**src/grid_astar_path_search_unit_defines.svh**
```systemverilog
// ----------------------------------------------------------------------------
// grid_astar_path_search_unit_defines
// Assertion macros shared by the path search unit.
// ----------------------------------------------------------------------------
`ifndef GRID_ASTAR_PATH_SEARCH_UNIT_DEFINES_SVH
`define GRID_ASTAR_PATH_SEARCH_UNIT_DEFINES_SVH
`ifndef SYNTHESIS
// Implication checked on every clock edge outside reset.
`define GAS_ASSERT_IMP(lbl, clk, rstn, ante, cons) \
  lbl: assert property (@(posedge clk) disable iff (!rstn) (ante) |-> (cons)) \
    else $error("assertion failed");
// Implication checked in the cycle after the antecedent.
`define GAS_ASSERT_NEXT(lbl, clk, rstn, ante, cons) \
  lbl: assert property (@(posedge clk) disable iff (!rstn) (ante) |=> (cons)) \
    else $error("assertion failed");
`else
`define GAS_ASSERT_IMP(lbl, clk, rstn, ante, cons)
`define GAS_ASSERT_NEXT(lbl, clk, rstn, ante, cons)
`endif
`endif

```
**src/gas_pkg.sv**
```systemverilog
// ----------------------------------------------------------------------------
// gas_pkg
// Types, constants and helpers of the grid path search unit.
// ----------------------------------------------------------------------------
package gas_pkg;
  localparam int GridRows = 8;
  localparam int GridCols = 8;
  localparam int Cells    = GridRows * GridCols;
  localparam int IdxW     = $clog2(Cells);
  localparam int RowW     = 3;
  localparam int ColW     = 3;
  localparam int CostW    = 7;

  localparam logic [1:0] DirDown  = 2'd0;
  localparam logic [1:0] DirUp    = 2'd1;
  localparam logic [1:0] DirRight = 2'd2;
  localparam logic [1:0] DirLeft  = 2'd3;

  localparam logic CfgRows = 1'b0;
  localparam logic CfgCols = 1'b1;

  localparam logic OpLoad   = 1'b0;
  localparam logic OpSearch = 1'b1;

  typedef struct packed {
    logic              op;
    logic [RowW-1:0]   cell_row;
    logic [ColW-1:0]   cell_col;
    logic              cell_blocked;
    logic [RowW-1:0]   start_row;
    logic [ColW-1:0]   start_col;
    logic [RowW-1:0]   goal_row;
    logic [ColW-1:0]   goal_col;
  } req_t;

  typedef struct packed {
    logic [RowW-1:0] path_row;
    logic [ColW-1:0] path_col;
    logic            found;
    logic            last;
  } rsp_t;

  // candidate travelling along the cell chain
  typedef struct packed {
    logic             vld;
    logic [CostW:0]   f;
    logic [CostW-1:0] g;
    logic [IdxW-1:0]  idx;
  } cand_t;

  // command broadcast from the sequencer to all cells
  typedef struct packed {
    logic             clear;
    logic             open_start;
    logic             close_en;
    logic [IdxW-1:0]  close_idx;
    logic             relax_en;
    logic [IdxW-1:0]  relax_idx;
    logic [CostW-1:0] relax_g;
    logic [1:0]       relax_dir;
  } cell_cmd_t;

  function automatic logic [RowW-1:0] absdiff3(input logic [RowW-1:0] a,
                                               input logic [RowW-1:0] b);
    absdiff3 = (a > b) ? a - b : b - a;
  endfunction

  // true when candidate a beats candidate b
  function automatic logic better(input cand_t a, input cand_t b);
    priority if (!a.vld)              better = 1'b0;
    else if (!b.vld)                  better = 1'b1;
    else if (a.f != b.f)              better = a.f < b.f;
    else if (a.g != b.g)              better = a.g > b.g;
    else                              better = a.idx < b.idx;
  endfunction
endpackage

```
**src/gas_cell.sv**
```systemverilog
// ----------------------------------------------------------------------------
// gas_cell
// One grid cell: open/closed marks, cost, parent link, and one stage of the
// minimum chain.
// ----------------------------------------------------------------------------
module gas_cell (
  input  logic                          clk_i,
  input  logic                          rst_ni,
  input  logic [gas_pkg::IdxW-1:0]      my_idx_i,
  input  logic                          in_use_i,
  input  logic                          blocked_i,
  input  logic [gas_pkg::RowW-1:0]      goal_row_i,
  input  logic [gas_pkg::ColW-1:0]      goal_col_i,
  input  logic [gas_pkg::IdxW-1:0]      start_idx_i,
  input  gas_pkg::cell_cmd_t            cmd_i,
  input  gas_pkg::cand_t                chain_i,
  output gas_pkg::cand_t                chain_o,
  output logic                          open_o,
  output logic                          closed_o,
  output logic [gas_pkg::CostW-1:0]     g_o,
  output logic [1:0]                    dir_o
);
  import gas_pkg::*;

  logic             open_q, closed_q;
  logic [CostW-1:0] g_q;
  logic [1:0]       dir_q;
  cand_t            mine, chain_q;

  always_ff @(posedge clk_i or negedge rst_ni) begin
    if (!rst_ni) begin
      open_q   <= 1'b0;
      closed_q <= 1'b0;
    end else if (cmd_i.clear) begin
      open_q   <= 1'b0;
      closed_q <= 1'b0;
    end else if (cmd_i.open_start && start_idx_i == my_idx_i) begin
      open_q <= 1'b1;
    end else if (cmd_i.close_en && cmd_i.close_idx == my_idx_i) begin
      open_q   <= 1'b0;
      closed_q <= 1'b1;
    end else if (cmd_i.relax_en && cmd_i.relax_idx == my_idx_i &&
                 !blocked_i && !closed_q && (!open_q || cmd_i.relax_g < g_q)) begin
      open_q <= 1'b1;
    end
  end

  // cost and parent: payload, no reset
  always_ff @(posedge clk_i) begin
    if (cmd_i.open_start && start_idx_i == my_idx_i) begin
      g_q <= '0;
    end else if (cmd_i.relax_en && cmd_i.relax_idx == my_idx_i &&
                 !blocked_i && !closed_q && (!open_q || cmd_i.relax_g < g_q)) begin
      g_q   <= cmd_i.relax_g;
      dir_q <= cmd_i.relax_dir;
    end
  end

  always_comb begin
    mine.vld = open_q && in_use_i;
    mine.g   = g_q;
    mine.idx = my_idx_i;
    mine.f   = {1'b0, g_q}
             + {{(CostW+1-RowW){1'b0}}, absdiff3(my_idx_i[IdxW-1 -: RowW], goal_row_i)}
             + {{(CostW+1-ColW){1'b0}}, absdiff3(my_idx_i[ColW-1:0], goal_col_i)};
  end

  // hand the better of ours and the upstream candidate to the neighbour
  always_ff @(posedge clk_i or negedge rst_ni) begin
    if (!rst_ni) chain_q <= '0;
    else         chain_q <= better(mine, chain_i) ? mine : chain_i;
  end

  assign chain_o  = chain_q;
  assign open_o   = open_q;
  assign closed_o = closed_q;
  assign g_o      = g_q;
  assign dir_o    = dir_q;
endmodule

```
**config.mk**
```make
export PLATFORM = sky130hd
export DESIGN_NAME = gas_cell
export DESIGN_NICKNAME = d
export VERILOG_FILES = /design/src/grid_astar_path_search_unit_defines.svh /design/src/gas_pkg.sv /design/src/gas_cell.sv
export SDC_FILE = /design/constraint.sdc
export NUM_CORES = 1
export LEC_CHECK = 0
export BUFFER_PORTS_ARGS = -buffer_cell sky130_fd_sc_hd__buf_2
export CORE_ASPECT_RATIO = 1.4
export CORE_MARGIN = 2
export CORE_UTILIZATION = 45
export DETAILED_ROUTE_END_ITERATION = 6
export GPL_TIMING_DRIVEN = 0
export PLACE_DENSITY = 0.71
export REMOVE_ABC_BUFFERS = 1
export SLEW_MARGIN = 20
export SYNTH_ARGS = -nofsm -noshare
export SYNTH_HDL_FRONTEND = slang
export SYNTH_SLANG_ARGS = --single-unit
```
**constraint.sdc**
```tcl
create_clock -name clk_i -period 7.85 [get_ports clk_i]
set_input_delay 1.57 -clock clk_i [delete_from_list [all_inputs] [get_ports clk_i]]
set_output_delay 1.57 -clock clk_i [all_outputs]
set_load 0.1 [all_outputs]
```
==> metrics <==
status completed; DRT Pass-1 Iters 4; Clock Latency Late Sink a little under 0.3 ns; final instance area 3371 µm²; WHS Endpoint closed_o; fin crit period approximately 6.4 ns; Worst Hold Class reg -> reg; Hold Path Depth 2; Synth Cell Area 2675 µm²; worst flop-to-flop path startpoint g_o[2]; core area slightly below 6000 µm²; CP most frequent cell ha_1; Syn Inst Count roughly 260; H-tree levels 2; GP Congestion 0.8050; Area Overhead vs Synth 26.01%; startpoint types input port; Register-to-Register Path Depth 16; worst hold slack between 0.5 and 0.6 ns; Required @ worst endpoint between 8 and 9 ns; Resize count post-CTS 0; Sinks on Clock Net 33; die span in y 95.23 µm; most common flop cell mapped by yosys dfrtp_1; cts bufs inserted 5; CTS root buffer clkbuf_8; total setup buffers inserted after CTS 0; vias 2213; final setup TNS 0 ns; Wirelength per Cell around 14 µm; starting density of the core between 40% and 50%; Hold-fix buffers, CTS 0; Metal-1 WL around 2300 µm; switching share of power between 40 and 50%; WL met2 approximately 3400 µm; synth top area cells dfrtp_1 (22%), ha_1 (18%), inv_1 (6.0%), fa_1 (6.0%), xnor2_1 (5.9%); Antenna diodes 0; final setup vio count 0; final worst-path cycle share between 80 and 90%; crit-path leading delay family adder cells; Antenna Nets Post-Route 0; CP Depth 23; Avg Cell Area, Syn 10.41 µm²; initial DRC count 54; Worst Path Class, Setup in -> reg; Power Dens Cells roughly 190 nW/µm²; Die Area approximately 6600 µm²; Crit. End Element flip-flop; FF-to-FF End chain_o[19]; DRC 0; Final Hold Fails 0; Final Core Density approximately 58%; register area share after synthesis 29.93%; Pleak about 1.8 nW; NetSw 0.2617 mW; Bufs and invs on worst path 5; first-pass GRT wire length between 9000 and 10000 µm; layout cells sized above 1 around a third; port buffer count 101; I/O pin cnt slightly above 100; Cell variety after synth 38; total gr overflow 0; Peak VDD IR just over 80 µV; Clock Skews roughly 0.0057 ns; crit path from my_idx_i[1]; Final Max Tran Viols 0; max incr delay on CP about 0.47 ns; Gate power share roughly 45%; cell-internal power approximately 0.37 mW; Slew HR a little over three fifths; largest net degree at the start of global routing 25; slowest stage cell, crit path nor3_4; register share of total power 30.3%; TritonCTS clock tree done; Max Used Layer met4; Die Wd between 60 and 70 µm; nets@finish between 400 and 500; CTS clk-pin slew, worst paths about 0.07 ns; vias in the first global route 2169; wire length on met3 around 340 µm; CP arrival roughly 6.6 ns; area leader, netlist dfrtp_1; post-synthesis async set-or-reset flop share around 73%; Tot Pwr 0.6322 mW; Commonest cells post-synth inv_1 (43), ha_1 (39), dfrtp_1 (24); Placed Area 3264 µm²; Synth Warn # 0; Slew @ Worst Pin 0.5637 ns; FF+latch count, synth 33; Worst R2R Setup Slack about 3.7 ns; most frequent cell after synthesis inv_1; drt via density 5.087; GR Util All Layers between 10% and 20%; unrepaired setup endpoints after global routing false; Rows 33; crit-path cells buf_2 > inv_1 > ha_1 > a21o_1 > a21oi_1 > a31oi_1 > mux2i_1 > xnor2_1 > fa_1 > inv_1 > ha_1 > a21o_1 > a21oi_1 > nor2_1 > xnor2_1 > ha_1 > nand4_1 > a311oi_1 > o22ai_1 > nor3_4 > buf_6 > buf_8 > mux2_4; Total Wirelength 6099 µm; Detailed Place HPWL just over 5000 µm; crit path max fanout 10; Post-synth EDFFs 2; initial antenna violation count 0; maximum clock frequency 155.9 MHz; Clock Path Buffers 2; hold path start closed_o; clock network power share between 20% and 30%; Max-Cap Viols 0; Yosys top cell area share roughly 22%
worst register-to-register path: stages (launching register included):
cell and delay [ns]:
dfxtp_1 0.38, inv_1 0.11, fa_1 0.54, inv_1 0.07
ha_1 0.30, a21o_1 0.18, a21oi_1 0.21, nor2_1 0.09
xnor2_1 0.15, ha_1 0.30, nand4_1 0.17, a311oi_1 0.26
o22ai_1 0.16, nor3_4 0.47, buf_6 0.23, buf_8 0.17
mux2_4 0.31
flip-flops by register name, indices dropped and copies added (netlist names):
register,flops
g_o,7
open_o,1
chain_o,22
dir_o,2
closed_o,1
final cells by class:
class,instances,area [µm²]
Fill cell,518,2451
Clock inverter,2,33.78
Inverter,43,161.4
Timing Repair Buffer,103,531.8
Multi-Input combinational cell,178,1683
Sequential cell,33,800.8
Tap cell,70,87.58
Clock buffer,6,72.57
logic make-up after synthesis:
family                     synth area share (%)
xor gates and xnor gates                  7.858
muxes                                     11.32
buffers and inverters                     7.156
AOI/OAI and AO/OA                         10.29
DFF                                       29.93
adders and majority gates                 24.23
and+or+nand+nor                           9.214
cell usage in the layout, fill, tap and decap left out, types with 3 or more instances in the layout:
cell type / count
fa_1: 8
xnor2_1: 18
inv_1: 43
mux2_4: 10
o21ai_0: 4
nor2_1: 9
xor2_1: 6
nand2_1: 7
a21oi_1: 11
ha_1: 39
nand3_1: 5
mux2i_1: 13
dfrtp_1: 24
dfxtp_1: 7
buf_2: 101
clkbuf_8: 5
a211oi_1: 3
nand4_1: 6
a22o_1: 7
a21o_1: 4
layer usage:
metal  vias to the layer above  GRT usage [%]
met1                      1029          19.96
met2                        80          36.78
li1                       1099              -
met3                         5          4.440
met5                         -              0
met4                         0          6.209
worst max-delay path by stage:
stage | end | slack, ns
floorplan | chain_o[0] | 1.60
global placement | chain_o[0] | 0.83
detailed placement | chain_o[20] | 1.12
CTS | chain_o[6] | 1.40
global route | chain_o[18] | 1.02
finish | chain_o[19] | 1.44
power by group through the flow:
| stage | logic [mW] | registers [mW] | clock network [mW] |
|---|---|---|---|
| final | 0.283 | 0.192 | 0.158 |
| after global routing | 0.310 | 0.193 | 0.171 |
| after CTS | 0.284 | 0.192 | 0.160 |
| after detailed placement | 0.280 | 0.196 | 0 |
| after global placement | 0.272 | 0.195 | 0 |
| after floorplan | 0.125 | 0.280 | 0 |
metrics by stage:
stage | setup slack, ns | cells
3_5_place_dp | 1.123 | 427
3_3_place_gp | 0.8282 | 425
6_report | 1.437 | 435
4_1_cts | 1.403 | 435
2_1_floorplan | 1.603 | 254
5_1_grt | 1.018 | 435
Note: power is estimated with default switching activity, not from simulation.
