[src/grid_astar_path_search_unit_defines.svh]
// ----------------------------------------------------------------------------
// grid_astar_path_search_unit_defines
// Assertion macros shared by the path search unit.
// ----------------------------------------------------------------------------
`ifndef GRID_ASTAR_PATH_SEARCH_UNIT_DEFINES_SVH
`define GRID_ASTAR_PATH_SEARCH_UNIT_DEFINES_SVH
`ifndef SYNTHESIS
// Implication checked on every clock edge outside reset.
`define GAS_ASSERT_IMP(lbl, clk, rstn, ante, cons) \
  lbl: assert property (@(posedge clk) disable iff (!rstn) (ante) |-> (cons)) \
    else $error("assertion failed");
// Implication checked in the cycle after the antecedent.
`define GAS_ASSERT_NEXT(lbl, clk, rstn, ante, cons) \
  lbl: assert property (@(posedge clk) disable iff (!rstn) (ante) |=> (cons)) \
    else $error("assertion failed");
`else
`define GAS_ASSERT_IMP(lbl, clk, rstn, ante, cons)
`define GAS_ASSERT_NEXT(lbl, clk, rstn, ante, cons)
`endif
`endif

[src/gas_pkg.sv]
// ----------------------------------------------------------------------------
// gas_pkg
// Types, constants and helpers of the grid path search unit.
// ----------------------------------------------------------------------------
package gas_pkg;
  localparam int GridRows = 8;
  localparam int GridCols = 8;
  localparam int Cells    = GridRows * GridCols;
  localparam int IdxW     = $clog2(Cells);
  localparam int RowW     = 3;
  localparam int ColW     = 3;
  localparam int CostW    = 7;

  localparam logic [1:0] DirDown  = 2'd0;
  localparam logic [1:0] DirUp    = 2'd1;
  localparam logic [1:0] DirRight = 2'd2;
  localparam logic [1:0] DirLeft  = 2'd3;

  localparam logic CfgRows = 1'b0;
  localparam logic CfgCols = 1'b1;

  localparam logic OpLoad   = 1'b0;
  localparam logic OpSearch = 1'b1;

  typedef struct packed {
    logic              op;
    logic [RowW-1:0]   cell_row;
    logic [ColW-1:0]   cell_col;
    logic              cell_blocked;
    logic [RowW-1:0]   start_row;
    logic [ColW-1:0]   start_col;
    logic [RowW-1:0]   goal_row;
    logic [ColW-1:0]   goal_col;
  } req_t;

  typedef struct packed {
    logic [RowW-1:0] path_row;
    logic [ColW-1:0] path_col;
    logic            found;
    logic            last;
  } rsp_t;

  // candidate travelling along the cell chain
  typedef struct packed {
    logic             vld;
    logic [CostW:0]   f;
    logic [CostW-1:0] g;
    logic [IdxW-1:0]  idx;
  } cand_t;

  // command broadcast from the sequencer to all cells
  typedef struct packed {
    logic             clear;
    logic             open_start;
    logic             close_en;
    logic [IdxW-1:0]  close_idx;
    logic             relax_en;
    logic [IdxW-1:0]  relax_idx;
    logic [CostW-1:0] relax_g;
    logic [1:0]       relax_dir;
  } cell_cmd_t;

  function automatic logic [RowW-1:0] absdiff3(input logic [RowW-1:0] a,
                                               input logic [RowW-1:0] b);
    absdiff3 = (a > b) ? a - b : b - a;
  endfunction

  // true when candidate a beats candidate b
  function automatic logic better(input cand_t a, input cand_t b);
    priority if (!a.vld)              better = 1'b0;
    else if (!b.vld)                  better = 1'b1;
    else if (a.f != b.f)              better = a.f < b.f;
    else if (a.g != b.g)              better = a.g > b.g;
    else                              better = a.idx < b.idx;
  endfunction
endpackage

[src/gas_if.sv]
// ----------------------------------------------------------------------------
// gas_req_if / gas_rsp_if / gas_cfg_if
// Valid/ready channels of the grid path search unit.
// ----------------------------------------------------------------------------
interface gas_req_if;
  logic            valid;
  logic            ready;
  gas_pkg::req_t   payload;
  modport source (output valid, output payload, input ready);
  modport sink   (input valid, input payload, output ready);
endinterface

interface gas_rsp_if;
  logic            valid;
  logic            ready;
  gas_pkg::rsp_t   payload;
  modport source (output valid, output payload, input ready);
  modport sink   (input valid, input payload, output ready);
endinterface


[src/gas_seq.sv]
// ----------------------------------------------------------------------------
// gas_seq
// Search sequencer: scan, expand, back-trace and path output.
// ----------------------------------------------------------------------------
`include "grid_astar_path_search_unit_defines.svh"
module gas_seq (
  input  logic                          clk_i,
  input  logic                          rst_ni,
  gas_req_if.sink                       req,
  gas_rsp_if.source                     rsp,
  input  logic [3:0]                    rows_i,
  input  logic [3:0]                    cols_i,
  input  gas_pkg::cand_t                best_i,
  input  logic [gas_pkg::Cells-1:0]     open_i,
  input  logic [gas_pkg::Cells-1:0]     closed_i,
  input  logic [gas_pkg::CostW-1:0]     g_sel_i,
  input  logic [1:0]                    dir_sel_i,
  output logic [gas_pkg::IdxW-1:0]      sel_idx_o,
  output logic [gas_pkg::Cells-1:0]     blocked_o,
  output logic [gas_pkg::Cells-1:0]     in_use_o,
  output logic [gas_pkg::RowW-1:0]      goal_row_o,
  output logic [gas_pkg::ColW-1:0]      goal_col_o,
  output logic [gas_pkg::IdxW-1:0]      start_idx_o,
  output gas_pkg::cell_cmd_t            cmd_o
);
  import gas_pkg::*;

  typedef enum logic [8:0] {
    StIdle  = 9'b000000001,
    StInit  = 9'b000000010,
    StScan  = 9'b000000100,
    StPick  = 9'b000001000,
    StRelax = 9'b000010000,
    StTrace = 9'b000100000,
    StEmit  = 9'b001000000,
    StFail  = 9'b010000000,
    StWait  = 9'b100000000
  } state_e;

  localparam int CntW = IdxW + 1;

  state_e           state_q, state_d;
  logic [Cells-1:0] blocked_q;
  logic [RowW-1:0]  sr_q, gr_q;
  logic [ColW-1:0]  sc_q, gc_q;
  logic [CntW-1:0]  cnt_q;
  cand_t            best_q;
  logic [1:0]       dir_q;
  logic [IdxW-1:0]  trace_q;
  logic [CntW-1:0]  plen_q;
  logic [IdxW-1:0]  stack_q [Cells];
  logic             rsp_valid_q;
  rsp_t             rsp_q;
  logic [3:0]       er, ec;
  logic             endpoints_ok;
  logic signed [RowW+1:0] nr;
  logic signed [ColW+1:0] nc;
  logic             n_ok;
  logic [RowW-1:0]  tr_r, pr_r;
  logic [ColW-1:0]  tr_c, pc_r;

  assign er = (rows_i > 4'(GridRows)) ? 4'(GridRows) : rows_i;
  assign ec = (cols_i > 4'(GridCols)) ? 4'(GridCols) : cols_i;

  for (genvar i = 0; i < Cells; i++) begin : g_use
    assign in_use_o[i] = ({1'b0, 3'(i / GridCols)} < er) && ({1'b0, 3'(i % GridCols)} < ec);
  end

  assign endpoints_ok = ({1'b0, req.payload.start_row} < er) &&
                        ({1'b0, req.payload.start_col} < ec) &&
                        ({1'b0, req.payload.goal_row} < er) &&
                        ({1'b0, req.payload.goal_col} < ec);

  assign req.ready = (state_q == StIdle) && !rsp_valid_q;

  // neighbour of the expanded cell in direction dir_q
  always_comb begin
    nr = $signed({2'b00, best_q.idx[IdxW-1 -: RowW]});
    nc = $signed({2'b00, best_q.idx[ColW-1:0]});
    unique case (dir_q)
      DirDown:  nr = nr + 5'sd1;
      DirUp:    nr = nr - 5'sd1;
      DirRight: nc = nc + 5'sd1;
      DirLeft:  nc = nc - 5'sd1;
      default:  nr = nr;
    endcase
    n_ok = (nr >= 0) && (nc >= 0) && (nr < $signed({1'b0, er})) &&
           (nc < $signed({1'b0, ec}));
  end

  // step back from the traced cell against its parent direction
  always_comb begin
    tr_r = trace_q[IdxW-1 -: RowW];
    tr_c = trace_q[ColW-1:0];
    pr_r = tr_r;
    pc_r = tr_c;
    unique case (dir_sel_i)
      DirDown:  pr_r = tr_r - 3'd1;
      DirUp:    pr_r = tr_r + 3'd1;
      DirRight: pc_r = tr_c - 3'd1;
      DirLeft:  pc_r = tr_c + 3'd1;
      default:  pr_r = tr_r;
    endcase
  end

  always_comb begin
    state_d = state_q;
    unique case (state_q)
      StIdle:  if (req.valid && req.ready && req.payload.op == OpSearch) begin
                 state_d = endpoints_ok ? StInit : StFail;
               end
      StInit:  state_d = StScan;
      StScan:  if (cnt_q == CntW'(Cells)) state_d = StPick;
      StPick:  begin
                 priority if (!best_i.vld) state_d = StFail;
                 else if (best_i.idx == {gr_q, gc_q}) state_d = StTrace;
                 else state_d = StRelax;
               end
      StRelax: if (dir_q == DirLeft) state_d = StScan;
      StTrace: if (trace_q == {sr_q, sc_q} || plen_q == CntW'(Cells - 1)) state_d = StEmit;
      StEmit:  if (!rsp_valid_q || rsp.ready) begin
                 if (plen_q == CntW'(1)) state_d = StWait;
               end
      StFail:  if (!rsp_valid_q || rsp.ready) state_d = StWait;
      StWait:  if (!rsp_valid_q || rsp.ready) state_d = StIdle;
      default: state_d = StIdle;
    endcase
  end

  always_ff @(posedge clk_i or negedge rst_ni) begin
    if (!rst_ni) begin
      state_q     <= StIdle;
      blocked_q   <= '0;
      cnt_q       <= '0;
      dir_q       <= DirDown;
      plen_q      <= '0;
      rsp_valid_q <= 1'b0;
    end else begin
      state_q <= state_d;
      if (rsp_valid_q && rsp.ready && state_q != StEmit && state_q != StFail) begin
        rsp_valid_q <= 1'b0;
      end
      unique case (state_q)
        StIdle: begin
          if (req.valid && req.ready && req.payload.op == OpLoad) begin
            blocked_q[{req.payload.cell_row, req.payload.cell_col}] <= req.payload.cell_blocked;
          end
        end
        StInit:  cnt_q <= '0;
        StScan:  cnt_q <= cnt_q + CntW'(1);
        StPick:  begin
          cnt_q  <= '0;
          dir_q  <= DirDown;
          plen_q <= '0;
        end
        StRelax: dir_q <= dir_q + 2'd1;
        StTrace: plen_q <= plen_q + CntW'(1);
        StEmit:  if (!rsp_valid_q || rsp.ready) begin
          rsp_valid_q <= 1'b1;
          plen_q      <= plen_q - CntW'(1);
        end
        StFail:  if (!rsp_valid_q || rsp.ready) rsp_valid_q <= 1'b1;
        default: cnt_q <= cnt_q;
      endcase
    end
  end

  always_ff @(posedge clk_i) begin
    if (state_q == StIdle && req.valid && req.ready) begin
      sr_q <= req.payload.start_row;
      sc_q <= req.payload.start_col;
      gr_q <= req.payload.goal_row;
      gc_q <= req.payload.goal_col;
    end
    if (state_q == StPick) begin
      best_q  <= best_i;
      trace_q <= {gr_q, gc_q};
    end
    if (state_q == StTrace) begin
      stack_q[plen_q[IdxW-1:0]] <= trace_q;
      trace_q <= {pr_r, pc_r};
    end
    if (state_q == StEmit && (!rsp_valid_q || rsp.ready)) begin
      rsp_q.path_row <= stack_q[plen_q[IdxW-1:0] - IdxW'(1)][IdxW-1 -: RowW];
      rsp_q.path_col <= stack_q[plen_q[IdxW-1:0] - IdxW'(1)][ColW-1:0];
      rsp_q.found    <= 1'b1;
      rsp_q.last     <= (plen_q == CntW'(1));
    end
    if (state_q == StFail && (!rsp_valid_q || rsp.ready)) begin
      rsp_q <= '{path_row: '0, path_col: '0, found: 1'b0, last: 1'b1};
    end
  end

  always_comb begin
    cmd_o            = '0;
    cmd_o.clear      = (state_q == StIdle) && req.valid && req.ready &&
                       req.payload.op == OpSearch;
    cmd_o.open_start = (state_q == StInit);
    cmd_o.close_en   = (state_q == StPick) && best_i.vld && best_i.idx != {gr_q, gc_q};
    cmd_o.close_idx  = best_i.idx;
    cmd_o.relax_en   = (state_q == StRelax) && n_ok;
    cmd_o.relax_idx  = {nr[RowW-1:0], nc[ColW-1:0]};
    cmd_o.relax_g    = best_q.g + CostW'(1);
    cmd_o.relax_dir  = dir_q;
  end

  assign sel_idx_o   = trace_q;
  assign blocked_o   = blocked_q;
  assign goal_row_o  = gr_q;
  assign goal_col_o  = gc_q;
  assign start_idx_o = {sr_q, sc_q};
  assign rsp.valid   = rsp_valid_q;
  assign rsp.payload = rsp_q;

  `GAS_ASSERT_IMP(a_ready_idle, clk_i, rst_ni, req.ready, state_q == StIdle)
  `GAS_ASSERT_IMP(a_open_closed, clk_i, rst_ni, 1'b1, (open_i & closed_i) == '0)
  `GAS_ASSERT_NEXT(a_fail_last, clk_i, rst_ni, state_q == StFail && (!rsp_valid_q || rsp.ready), rsp_valid_q && rsp_q.last)
  `GAS_ASSERT_IMP(a_trace_cost, clk_i, rst_ni, state_q == StTrace && trace_q != {sr_q, sc_q}, g_sel_i != '0)
endmodule

[src/flat_wrapper.sv]
// flat-port wrapper written by rule: the top's interface ports become plain ports
module gas_seq_flat import gas_pkg::*;
  (clk_i, rst_ni, rows_i, cols_i, best_i, open_i, closed_i, g_sel_i, dir_sel_i, sel_idx_o, blocked_o, in_use_o, goal_row_o, goal_col_o, start_idx_o, cmd_o, req_valid, req_payload, req_ready, rsp_valid, rsp_payload, rsp_ready);
  gas_req_if req_i ();
  gas_rsp_if rsp_i ();
  input  logic clk_i;
  input  logic rst_ni;
  input  logic [3:0] rows_i;
  input  logic [3:0] cols_i;
  input  gas_pkg::cand_t best_i;
  input  logic [gas_pkg::Cells-1:0] open_i;
  input  logic [gas_pkg::Cells-1:0] closed_i;
  input  logic [gas_pkg::CostW-1:0] g_sel_i;
  input  logic [1:0] dir_sel_i;
  output logic [gas_pkg::IdxW-1:0] sel_idx_o;
  output logic [gas_pkg::Cells-1:0] blocked_o;
  output logic [gas_pkg::Cells-1:0] in_use_o;
  output logic [gas_pkg::RowW-1:0] goal_row_o;
  output logic [gas_pkg::ColW-1:0] goal_col_o;
  output logic [gas_pkg::IdxW-1:0] start_idx_o;
  output gas_pkg::cell_cmd_t cmd_o;
  input wire logic [$bits(req_i.valid)-1:0] req_valid;
  input wire logic [$bits(req_i.payload)-1:0] req_payload;
  output wire logic [$bits(req_i.ready)-1:0] req_ready;
  output wire logic [$bits(rsp_i.valid)-1:0] rsp_valid;
  output wire logic [$bits(rsp_i.payload)-1:0] rsp_payload;
  input wire logic [$bits(rsp_i.ready)-1:0] rsp_ready;
  assign req_i.valid = req_valid;
  assign req_i.payload = req_payload;
  assign req_ready = req_i.ready;
  assign rsp_valid = rsp_i.valid;
  assign rsp_payload = rsp_i.payload;
  assign rsp_i.ready = rsp_ready;
  gas_seq u_core (.clk_i(clk_i), .rst_ni(rst_ni), .req(req_i), .rsp(rsp_i), .rows_i(rows_i), .cols_i(cols_i), .best_i(best_i), .open_i(open_i), .closed_i(closed_i), .g_sel_i(g_sel_i), .dir_sel_i(dir_sel_i), .sel_idx_o(sel_idx_o), .blocked_o(blocked_o), .in_use_o(in_use_o), .goal_row_o(goal_row_o), .goal_col_o(goal_col_o), .start_idx_o(start_idx_o), .cmd_o(cmd_o));
endmodule
[config.mk]
export PLATFORM = sky130hd
export DESIGN_NAME = gas_seq_flat
export DESIGN_NICKNAME = d
export VERILOG_FILES = /design/src/gas_pkg.sv /design/src/gas_if.sv /design/src/gas_seq.sv /design/src/flat_wrapper.sv
export VERILOG_INCLUDE_DIRS = /design/src /design/src/src
export SDC_FILE = /design/constraint.sdc
export NUM_CORES = 1
export LEC_CHECK = 0
export BUFFER_PORTS_ARGS = -buffer_cell sky130_fd_sc_hd__buf_2
export CORE_MARGIN = 4
export CORE_UTILIZATION = 50
export CTS_CLUSTER_SIZE = 28
export DETAILED_ROUTE_END_ITERATION = 10
export GPL_TIMING_DRIVEN = 0
export PLACE_DENSITY = 0.73
export SKIP_LAST_GASP = 1
export SLEW_MARGIN = 20
export SYNTH_ARGS = -nofsm -noshare
export SYNTH_HDL_FRONTEND = slang
export SYNTH_SLANG_ARGS = --single-unit
[constraint.sdc]
create_clock -name clk_i -period 3.1 [get_ports clk_i]
set_input_delay 0.155 -clock clk_i [delete_from_list [all_inputs] [get_ports clk_i]]
set_output_delay 0.155 -clock clk_i [all_outputs]
set_load 0.02 [all_outputs]
==> impl_metrics.env <==
export IMPL_outcome="finished clean"
export IMPL_start_kind="flip-flop"
export IMPL_syn_nets=1719
export IMPL_std_cell_rows=77
export IMPL_end_kind="flip-flop"
export IMPL_r2r_slack_ns=0.04
export IMPL_r2r_end="u_core.stack_q[43][1]$_DFFE_PP_"
export IMPL_vias_per_cell=5.771
export IMPL_layout_drive_gt1_share=0.3421
export IMPL_r2r_start="u_core.state_q[3]$_DFFE_PN0P_"
export IMPL_dp_cells=2332
export IMPL_finalHoldViolCount=0
export IMPL_max_freq_ghz=0.3264
export IMPL_syn_cell_area_um2=22300
export IMPL_drt_pass1_iter_count=8
export IMPL_synthToLayoutAreaGrowth_pct=20.92
export IMPL_antenna_found_initial=0
export IMPL_critical_path_required_ns=3.32
export IMPL_gr_total_overflow=0
export IMPL_rsz0062_at_grt="yes"
export IMPL_maxSlewHeadroom=0.2079
export IMPL_num_vias=14210
export IMPL_fillers=3312
export IMPL_ant_nets=0
export IMPL_diodes=0
export IMPL_instances_no_fill=2463
export IMPL_die_width_um=219.2
export IMPL_slew_violations=0
export IMPL_setup_ws_ns=0.03586
export IMPL_dieHeight_um=219.2
export IMPL_tightest_slew_ns=1.179
export IMPL_dieArea_um2=48040
export IMPL_cts_htree_levels=2
export IMPL_clk_pin_slew_ns=0.06
export IMPL_synth_edff_count=415
export IMPL_worstSetupPathType="flip-flop to flip-flop"
export IMPL_synthArstFlopShare=0.1754
export IMPL_grt_pass1_vias=14440
export IMPL_whs_endpoint="u_core.rsp.payload[1]$_SDFFE_PP0P_"
export IMPL_grt_usage=0.2364
export IMPL_whs_ns=0.06857
export IMPL_start_util=0.5054
export IMPL_finalWeightedCongestion=0.9549
export IMPL_finalSetupViolations=0
export IMPL_hpwl_um=40110
export IMPL_dp_slack_ns=-1.192
export IMPL_clockBufferDepth=3
export IMPL_core_um2=44120
export IMPL_path_max_fanout=10
export IMPL_ff2ff_path_depth=6
export IMPL_finalCritPeriodShare=0.9884
export IMPL_layout_nets=2049
export IMPL_finalClockSkew_ns=0.01732
export IMPL_syn_area_per_cell_um2=14.89
export IMPL_hold_class="input port to flip-flop"
export IMPL_final_area_um2=26960
export IMPL_clock_sinks=513
export IMPL_ys_seq_area_frac=0.6671
export IMPL_synthFlopType="edfxtp_1"
export IMPL_power_per_cell_area_nw_per_um2=703.0
export IMPL_clock_latency_ns=0.59
export IMPL_wl_per_cell_um=22.97
export IMPL_whs_path_depth=4
export IMPL_netlist_instances=1498
export IMPL_arrival_ns=3.29
export IMPL_layout_min_cycle_time_ns=3.064
export IMPL_pin_count=372
export IMPL_synth_warnings=0
export IMPL_drv_cap=0
export IMPL_port_buffers=223
export IMPL_holdCritStartpoint="rsp_ready"
export IMPL_ir_drop_v=0.0004247
export IMPL_grt_pass1_wl_um=85960
export IMPL_cts_made_buffers=52
export IMPL_ys_ff_latch=513
export IMPL_leakagePower_nw=10.00
export IMPL_seq_area_um2=14880
export IMPL_cts_root_buf="clkbuf_16"
export IMPL_wirelength_um=56580
export IMPL_netlist_cell_type_count=74
export IMPL_placed_cell_area_um2=24470
export IMPL_first_iter_violations=1369
export IMPL_multi_input_area_um2=7234
export IMPL_grt_max_degree=48
export IMPL_cts_tree="built"
export IMPL_drcViolationCount=0
[area by class of cell]
cell class	instances	share of cell area
Inverter	34	0.004872
Buffer	81	0.01726
Clock inverter	31	0.01072
Timing Repair Buffer	281	0.06635
Tap cell	592	0.02747
Multi-Input combinational cell	865	0.2683
Clock buffer	66	0.05327
Sequential cell	513	0.5518
[sequential cells by signal (all words and copies together) (netlist names), 2 cells and up]
name,count
u_core.dir_q,2
u_core.sr_q,3
u_core.stack_q,384
u_core.goal_col_o,3
u_core.state_q,9
u_core.plen_q,7
u_core.goal_row_o,3
u_core.sc_q,3
u_core.best_q,13
u_core.rsp.payload,8
u_core.blocked_o,64
u_core.sel_idx_o,6
u_core.cnt_q,7
[through the flow]
stage | total power, mW | util | setup TNS, ns
final | 18.96 | 0.6111 | 0
after global routing | 19.71 | 0.6111 | -6.718
after CTS | 18.88 | 0.6050 | -2.563
after detailed placement | 12.44 | 0.5547 | -42.90
after global placement | 12.34 | 0.5475 | -38.54
after floorplan | 10.93 | - | 0
[worst max-delay path by stage]
| stage | slack (ns) | startpoint | end | cells after the start |
|---|---|---|---|---|
| after global routing | -0.17 | u_core.state_q[3]$_DFFE_PN0P_ | u_core.stack_q[40][0]$_DFFE_PP_ | 6 |
| after CTS | -0.1 | u_core.state_q[1]$_DFFE_PN0P_ | u_core.stack_q[4][3]$_DFFE_PP_ | 6 |
| after global placement | -1.15 | u_core.plen_q[0]$_DFFE_PN0P_ | u_core.rsp.payload[5]$_SDFFE_PP0P_ | 13 |
| final | 0.04 | u_core.state_q[3]$_DFFE_PN0P_ | u_core.stack_q[43][1]$_DFFE_PP_ | 6 |
| after detailed placement | -1.19 | u_core.plen_q[0]$_DFFE_PN0P_ | u_core.rsp.payload[5]$_SDFFE_PP0P_ | 13 |
| after floorplan | 0.07 | u_core.plen_q[0]$_DFFE_PN0P_ | u_core.rsp.payload[2]$_SDFFE_PP0P_ | 13 |
[repair_timing]
| item | in CTS | in global routing |
|---|---|---|
| setup buffers | 1 | 8 |
| resized for setup | 71 | 62 |
| pin swaps | 0 | 5 |
| endpoints found under the setup margin | 215 | 276 |
| endpoints found under the hold margin | 83 | 0 |
| hold buffers | 30 | 0 |
[kinds of logic after synthesis]
kind of cell / share of synthesized area
xor gates and xnor gates: 0.01571
and+or+nand+nor: 0.1049
muxes: 0.1347
DFF: 0.6671
buffers and inverters: 0.02227
adders and majority gates: 0.01751
AOI/OAI and AO/OA: 0.03793
[cell usage after synthesis (4+ instances only)]
cell type | instances | area [um^2]
edfxtp_1 | 415 | 12460
nor2_1 | 183 | 686.9
nand2_1 | 140 | 525.5
mux4_2 | 96 | 2162
dfrtp_1 | 89 | 2227
mux2_2 | 63 | 709.4
clkbuf_1 | 56 | 210.2
nand3_1 | 43 | 215.2
inv_1 | 32 | 120.1
a21oi_1 | 30 | 150.1
ha_1 | 28 | 350.3
o21ai_0 | 26 | 130.1
xor2_1 | 23 | 201.4
and2_1 | 17 | 106.4
or2_2 | 17 | 106.4
xnor2_1 | 17 | 148.9
nor3_1 | 16 | 80.08
a211oi_1 | 14 | 105.1
buf_2 | 13 | 65.06
mux2i_1 | 12 | 120.1
buf_1 | 10 | 37.54
or3_1 | 9 | 56.30
a31oi_1 | 8 | 50.05
dfxtp_1 | 8 | 160.2
and3_1 | 7 | 43.79
nand3b_1 | 7 | 52.55
o211ai_1 | 7 | 52.55
buf_4 | 6 | 45.04
nand4_1 | 6 | 37.54
nor4_1 | 6 | 37.54
o2111ai_1 | 6 | 52.55
or3b_2 | 6 | 52.55
nand2b_1 | 5 | 31.28
o31ai_1 | 5 | 37.54
a22oi_1 | 4 | 30.03
nor2b_1 | 4 | 25.02
nor3b_1 | 4 | 30.03
o21a_1 | 4 | 30.03
o22ai_1 | 4 | 25.02
[layer usage]
| metal | part of all wire | GRT usage |
|---|---|---|
| met1 | 0.39 | 0.3122 |
| met2 | 0.50 | 0.3946 |
| met3 | 0.081 | 0.04971 |
| met4 | 0.031 | 0.08047 |
| met5 | 0 | 0 |
[power by group]
part	internal, mW	total [mW]	switching, mW
sequential	7.66	7.87	0.210
combinational	1.89	4.80	2.91
clock	3.69	6.29	2.60
[worst max-delay path: stages, from the launching register on]
cell and delay [ns]:
dfrtp_1 0.36, clkbuf_1 0.21, nor3_1 0.38, and4_1 0.28, clkbuf_1 0.45, nand3_1 0.46
nor2_1 0.57
[cell usage in the layout, fill, tap and decap left out, drive strengths merged, types with 7 or more instances in the layout]
cell,count
ha,28
a21oi,30
clkinv,23
nand3,44
dfrtp,89
or3,11
and3,7
o211ai,7
buf,282
mux2i,12
inv,33
nand3b,7
dlygate4sd3,30
edfxtp,415
xor2,23
or2,17
mux4,96
dfxtp,8
clkbuf,116
xnor2,17
o21ai,27
a31oi,8
nor2,184
a211oi,14
nand2,140
mux2,64
nor3,19
nor4,8
and2,18
(Power assumes the default switching activity.)
